<file path="config.mk">
export PLATFORM = sky130hd
export DESIGN_NAME = pom_ctrl
export DESIGN_NICKNAME = d
export VERILOG_FILES = /design/src/sv/permutation_order_mod_assert.svh /design/src/sv/pom_pkg.sv /design/src/sv/pom_ctrl.sv
export SDC_FILE = /design/constraint.sdc
export NUM_CORES = 1
export LEC_CHECK = 0
export ABC_AREA = 1
export ABC_CLOCK_PERIOD_IN_PS = 4100
export BUFFER_PORTS_ARGS = -buffer_cell sky130_fd_sc_hd__buf_2
export CORE_MARGIN = 1.5
export CORE_UTILIZATION = 45
export DETAILED_ROUTE_END_ITERATION = 7
export GPL_TIMING_DRIVEN = 0
export PLACE_DENSITY = 0.78
export SKIP_LAST_GASP = 1
export SYNTH_ARGS = -nofsm -noshare
export SYNTH_HDL_FRONTEND = slang
export SYNTH_SLANG_ARGS = --single-unit
export TNS_END_PERCENT = 100
</file>
<file path="constraint.sdc">
create_clock -name clk -period 4.1 [get_ports clk]
set_input_delay 0.82 -clock clk [delete_from_list [all_inputs] [get_ports clk]]
set_output_delay 0.82 -clock clk [all_outputs]
set_load 0.05 [all_outputs]
</file>
<file path="src/sv/permutation_order_mod_assert.svh">
// Assertion macros shared by the permutation order block.
`ifndef PERMUTATION_ORDER_MOD_ASSERT_SVH
`define PERMUTATION_ORDER_MOD_ASSERT_SVH

// Same-cycle implication, sampled on clk, off while rst_n is low.
`define POM_ASSERT_NOW(lbl, ante, cons, msg) \
  lbl: assert property (@(posedge clk) disable iff (!rst_n) (ante) |-> (cons)) \
    else $error(msg);

// Next-cycle implication, sampled on clk, off while rst_n is low.
`define POM_ASSERT_NEXT(lbl, ante, cons, msg) \
  lbl: assert property (@(posedge clk) disable iff (!rst_n) (ante) |=> (cons)) \
    else $error(msg);

`endif

</file>
<file path="src/sv/pom_pkg.sv">
// Shared constants, datapath commands and status for the permutation order block.
package pom_pkg;

  localparam int MAX_ELEMS_DEF = 1024;
  localparam int N_W = 11;
  localparam int IMG_W = 11;
  localparam int ORDER_W = 30;
  localparam logic [ORDER_W-1:0] MODULUS = 30'd1000000007;

  typedef enum logic [4:0] {
    OP_NOP,
    OP_CLEAR,
    OP_ACCEPT,
    OP_FIND_A,
    OP_FIND_B,
    OP_SIZE_A,
    OP_LINK,
    OP_SCAN_START,
    OP_SCAN,
    OP_FACT_TEST,
    OP_DIV_STEP,
    OP_DIV_END,
    OP_EXP_UPD,
    OP_LEFT_UPD,
    OP_SCAN_NEXT,
    OP_PROD_START,
    OP_PROD_CHK,
    OP_MUL_STEP,
    OP_MUL_END,
    OP_EMIT
  } dp_op_t;

  typedef struct packed {
    logic union_go;
    logic item_last;
    logic cnt_done;
    logic root_hit;
    logic same_root;
    logic scan_factor;
    logic scan_last;
    logic sq_le;
    logic left_go;
    logic step_last;
    logic rem_zero;
    logic exp_zero;
    logic exp_last;
    logic k_last;
    logic out_free;
  } dp_status_t;

endpackage

</file>
<file path="src/sv/pom_ctrl.sv">
// Controller state machine that sequences union, factoring, product and clearing.
module pom_ctrl import pom_pkg::*; (
  input  logic       clk,
  input  logic       rst_n,
  input  logic       in_valid,
  input  dp_status_t st,
  output dp_op_t     op,
  output logic       in_ready
);

  typedef enum logic [4:0] {
    S_CLR, S_IDLE, S_FINDA, S_FINDB, S_SZA, S_LINK, S_SCAN0, S_SCAN, S_FTEST, S_DIV,
    S_DIVEND, S_EXPUPD, S_LEFT, S_SNEXT, S_PROD0, S_PCHK, S_MUL, S_MULEND, S_EMIT
  } state_t;

  state_t state_r, state_nxt;
  logic   in_ready_r;

  assign in_ready = in_ready_r;

  always_comb begin
    case (state_r)
      S_CLR:    op = OP_CLEAR;
      S_IDLE:   op = in_valid ? OP_ACCEPT : OP_NOP;
      S_FINDA:  op = OP_FIND_A;
      S_FINDB:  op = OP_FIND_B;
      S_SZA:    op = OP_SIZE_A;
      S_LINK:   op = OP_LINK;
      S_SCAN0:  op = OP_SCAN_START;
      S_SCAN:   op = OP_SCAN;
      S_FTEST:  op = OP_FACT_TEST;
      S_DIV:    op = OP_DIV_STEP;
      S_DIVEND: op = OP_DIV_END;
      S_EXPUPD: op = OP_EXP_UPD;
      S_LEFT:   op = OP_LEFT_UPD;
      S_SNEXT:  op = OP_SCAN_NEXT;
      S_PROD0:  op = OP_PROD_START;
      S_PCHK:   op = OP_PROD_CHK;
      S_MUL:    op = OP_MUL_STEP;
      S_MULEND: op = OP_MUL_END;
      S_EMIT:   op = OP_EMIT;
      default:  op = OP_NOP;
    endcase
  end

  always_comb begin
    state_nxt = state_r;
    case (state_r)
      S_CLR:    if (st.k_last) state_nxt = S_IDLE;
      S_IDLE: begin
        if (in_valid) begin
          if (st.union_go) state_nxt = S_FINDA;
          else if (st.item_last) state_nxt = S_SCAN0;
        end
      end
      S_FINDA:  if (st.root_hit) state_nxt = S_FINDB;
      S_FINDB: begin
        if (st.root_hit) begin
          if (!st.same_root) state_nxt = S_SZA;
          else state_nxt = st.cnt_done ? S_SCAN0 : S_IDLE;
        end
      end
      S_SZA:    state_nxt = S_LINK;
      S_LINK:   state_nxt = st.cnt_done ? S_SCAN0 : S_IDLE;
      S_SCAN0:  state_nxt = S_SCAN;
      S_SCAN: begin
        if (st.scan_factor) state_nxt = S_FTEST;
        else if (st.scan_last) state_nxt = S_PROD0;
      end
      S_FTEST: begin
        if (st.sq_le) state_nxt = S_DIV;
        else if (st.left_go) state_nxt = S_LEFT;
        else state_nxt = S_SNEXT;
      end
      S_DIV:    if (st.step_last) state_nxt = S_DIVEND;
      S_DIVEND: state_nxt = st.rem_zero ? S_DIV : S_EXPUPD;
      S_EXPUPD: state_nxt = S_FTEST;
      S_LEFT:   state_nxt = S_SNEXT;
      S_SNEXT:  state_nxt = st.scan_last ? S_PROD0 : S_SCAN;
      S_PROD0:  state_nxt = S_PCHK;
      S_PCHK: begin
        if (!st.exp_zero) state_nxt = S_MUL;
        else if (st.k_last) state_nxt = S_EMIT;
      end
      S_MUL:    if (st.step_last) state_nxt = S_MULEND;
      S_MULEND: begin
        if (!st.exp_last) state_nxt = S_MUL;
        else if (st.k_last) state_nxt = S_EMIT;
        else state_nxt = S_PCHK;
      end
      S_EMIT:   if (st.out_free) state_nxt = S_CLR;
      default:  state_nxt = S_CLR;
    endcase
  end

  always_ff @(posedge clk) begin
    if (!rst_n) begin
      state_r    <= S_CLR;
      in_ready_r <= 1'b0;
    end else begin
      state_r    <= state_nxt;
      in_ready_r <= (state_nxt == S_IDLE);
    end
  end

endmodule

</file>
After elaboration in Yosys (flattened, before gate mapping) --
Cells that the tools add are included.
Word-level totals: logic and storage cells 46, register bits after elaboration 6
Operators by class: equal/unequal tests 19, reductions and logical operators 1, mux-type cells 24
Operators with widths (number):
- 5-bit one-hot mux with 19 select lines | 2
- 5-bit 2-to-1 mux | 15
- 5-bit by 4-bit equality test with 1-bit output, second input constant | 8
- 5-bit by 3-bit equality test with 1-bit output, second input constant | 4
- 5-bit equality test, second input constant | 3
- 5-bit by 1-bit equality test with 1-bit output, second input constant | 2
- 5-bit by 2-bit equality test with 1-bit output, second input constant | 2
- 3-bit 2-to-1 mux | 3
- 5-bit zero test | 1
- 2-bit 2-to-1 mux | 2
- 4-bit 2-to-1 mux | 1
- 1-bit 2-to-1 mux | 1

Longest topological paths before layout --
depth in word-level cells 5, gate-level depth with buffers 12

Worst setup path after synthesis --
Ideal clock, no wire load.
kind flip-flop to output port, start register state_r[3], end output op[4], setup slack 1513 ps, buffers on the path 0, data arrival time 1767 ps, stages on the path, launching flop included 4, cell sequence dfxtp_1 -> nor2_1 -> nand2_1 -> o21ai_0
Between the ends: cells in the longest elaborated chain, start to end 2
Ends and longest elaborated chain:
- from (decl) | RTL line pom_ctrl.sv:16 | state_t state_r, state_nxt;
- from (signal assigned) | RTL line pom_ctrl.sv:101 | state_r <= state_nxt;
- 5-bit equality test, or another cell as far along | RTL line pom_ctrl.sv:22 | case (state_r)
- 5-bit one-hot mux with 19 select lines * | RTL line pom_ctrl.sv:22
- to (decl) | RTL line pom_ctrl.sv:7 | output dp_op_t op,
Every way passes the cells marked *; elsewhere a longest branch is shown, timed or not.

Final worst setup path --
start register state_r[0], end output op[1]
Same word-level chain as after synthesis.

==> impl_metrics.yaml <==
critical_path:
  crit_fanout: 8
  cp.arrival_ns: 1.91
  critPathMaxStageDelay_ns: 0.32
  cp_cell_sequence: "buf_4, inv_2, nand2_1, nand2_1, nand2_1, inv_1, a221oi_1, nand4_1, buf_2"
  path_class: "flip-flop to output pin"
  reg2regPathDepth: 11
  cpMostUsedCell: "nand2_1"
  endpoint_kind: "output pin"
  cp.required_ns: 3.28
  worstSetupStartpointType: "flip-flop"
  slowest_stage: "a221oi_1"
route:
  viasPerCell: 5.43
  num_vias: 1195
  drtPass1Iterations: 4
  detail-route-antenna-nets: 0
  routed_wl_um: 2580
  routedWlPerCell_um: 11.7
  drtIter0Drc: 69
  drcViolationCount: 0
timing:
  min_period_over_period_pct: 66.7
  finalHoldViolCount: 0
  tightest_slew_ns: 0.377
  max_freq_ghz: 0.366
  skew_ns: 0.00249
  setup_viol: 0
  maxSlewViolCount: 0
  finalSetupTns_ns: 0
  rsz0062_at_grt: "no"
  period_needed_ns: 2.73
  relSlewSlack_pct: 74.8
pwr:
  power.internal_mw: 0.195
  p_seq_share_pct: 18.4
  p_clk_share_pct: 11.4
  swShare_pct: 58.0
  combinationalPowerShare_pct: 70.2
  leakagePower_nw: 0.628
  switchingPower_mw: 0.269
  power.density_mw_per_mm2: 451
  vdd_drop_max_v: 0.000260
clock_tree:
  htree_levels: 1
  cts_buffers: 3
  worstSkewPairLatency_ns: 0.24
  cts_setup_buffers: 0
  cts_hold_buf: 0
  ctsResizeCount: 0
  clk_pin_slew_worst_paths_ns: 0.04
  cts_tree: "done"
  clock_sinks: 6
  root_buffer: "clkbuf_4"
  clockBufferDepth: 2
placed_design:
  dpl.cell_count: 217
  io_buffer_count: 23
  postPlaceCellArea_mm2: 0.00100
  dp_hpwl_um: 2100
  finalWeightedCongestion: 0.938
global_routing:
  grt_pass1_vias: 970
  grt.total_usage_pct: 26.6
  antenna_found_initial: 0
  grt_pass1_wl_um: 4120
  grt_max_degree: 11
  grt-ovfl-total: 0
cells_and_area:
  final_core_util_pct: 58.2
  antennaDiodeCount: 0
  nFillCells: 203
  nets: 215
  multi_input_area_um2: 631
  final_cell_mix: "nand2_1 (50), nor2_1 (34), buf_2 (23)"
  layout-drive-gt1-share_pct: 20.0
  design_area_mm2: 0.00103
  regArea_um2: 120
  finalNonFillerCells: 220
  area_growth_pct: 19.7
  final_common_cell: "nand2_1"
min_path:
  hold_path_depth: 3
  hold_class: "input port to flip-flop"
synth:
  ys_types: 18
  synth_fp_nets: 187
  yosysSeqAreaShare_pct: 14.0
  synthCells: 169
  netlist_area_um2: 858
  synth-seq-cells: 6
  avgSynthCellArea_um2: 5.08
  ys_warn_count: 0
floorplan:
  core_area_mm2: 0.00176
  dieHeight_um: 46.7
  dieArea_mm2: 0.00218
  fp.dieW_um: 46.7
  num_rows: 15
  start_util_pct: 48.7
  io_pins: 24
flow_run:
  drv_cap: 0
status:
  outcome: "complete, no violations"
==> layer usage <==
layer | vias to the layer above | routed length, um | global-route usage, %
li1 | 595 | - | -
met4 | 0 | 60 | 11.1
met5 | - | 0 | 0
met1 | 527 | 1080 | 35.9
met2 | 63 | 1190 | 42.2
met3 | 10 | 246 | 3.53
==> cell families (layout without fill, tap and decap cells) <==
group / Yosys count / after routing / share of synthesized area (%)
flip-flops: 6 / 6 / 14.0
buffers and inverters: 25 / 51 / 12.5
AO/OA/AOI/OAI: 14 / 14 / 9.04
AND/OR/NAND/NOR: 124 / 124 / 64.4
==> sequential cells by signal, summed over array words and instances (netlist names) <==
name / count
state_r: 5
in_ready: 1
==> power groups by stage <==
stage          Clock (mW)  Combinational [mW]  Sequential, mW
2_1_floorplan           0               0.235          0.0947
6_report           0.0528               0.325          0.0854
3_5_place_dp            0               0.318          0.0852
3_3_place_gp            0               0.312          0.0860
5_1_grt            0.0581               0.356          0.0874
4_1_cts            0.0552               0.318          0.0845
==> metrics by stage <==
stage | total power [mW] | hold WS, ns | worst slack (ns)
after global routing | 0.501 | 0.791 | 1.27
final | 0.463 | 0.783 | 1.37
after detailed placement | 0.403 | 0.788 | 1.70
after floorplan | 0.329 | 0.691 | 1.51
after CTS | 0.458 | 0.778 | 1.44
after global placement | 0.398 | 0.777 | 1.73
==> worst max-delay path, delay by kind of cell, from the launching register on <==
| family | cells | cell delay (ns) |
|---|---|---|
| AO/OA/AOI/OAI | 1 | 0.32 |
| flip-flops | 1 | 0.30 |
| AND/OR/NAND/NOR | 4 | 0.51 |
| buffers and inverters | 4 | 0.54 |
==> synthesized netlist by cell type (all sizes together) <==
library cell   n  share of area [%]
a211oi         1               0.87
a21oi          5                2.9
a221oi         1                1.0
a31oi          1               0.73
buf            1               0.87
clkbuf         1                1.6
dfxtp          6                 14
inv           23                 10
nand2         51                 23
nand3         22                 13
nand4          6                4.4
nor2          41                 22
nor3           4                2.3
o21ai          6                3.5
==> worst paths after layout <==
path                end  slack [ns]       start
min reg2reg  state_r[2]        0.81  state_r[2]
max               op[1]        1.37  state_r[0]
max reg2reg    in_ready        2.44  state_r[1]
min          state_r[3]        0.78       rst_n
==> layout make-up <==
cell class	count	share of cell area (%)
Multi-Input combinational cell	138	61.4
Sequential cell	6	11.7
Timing Repair Buffer	23	11.2
Inverter	23	8.40
Tap cell	25	3.05
Clock buffer	3	2.19
Buffer	2	2.07
Note: power is estimated with default switching activity, not from simulation.
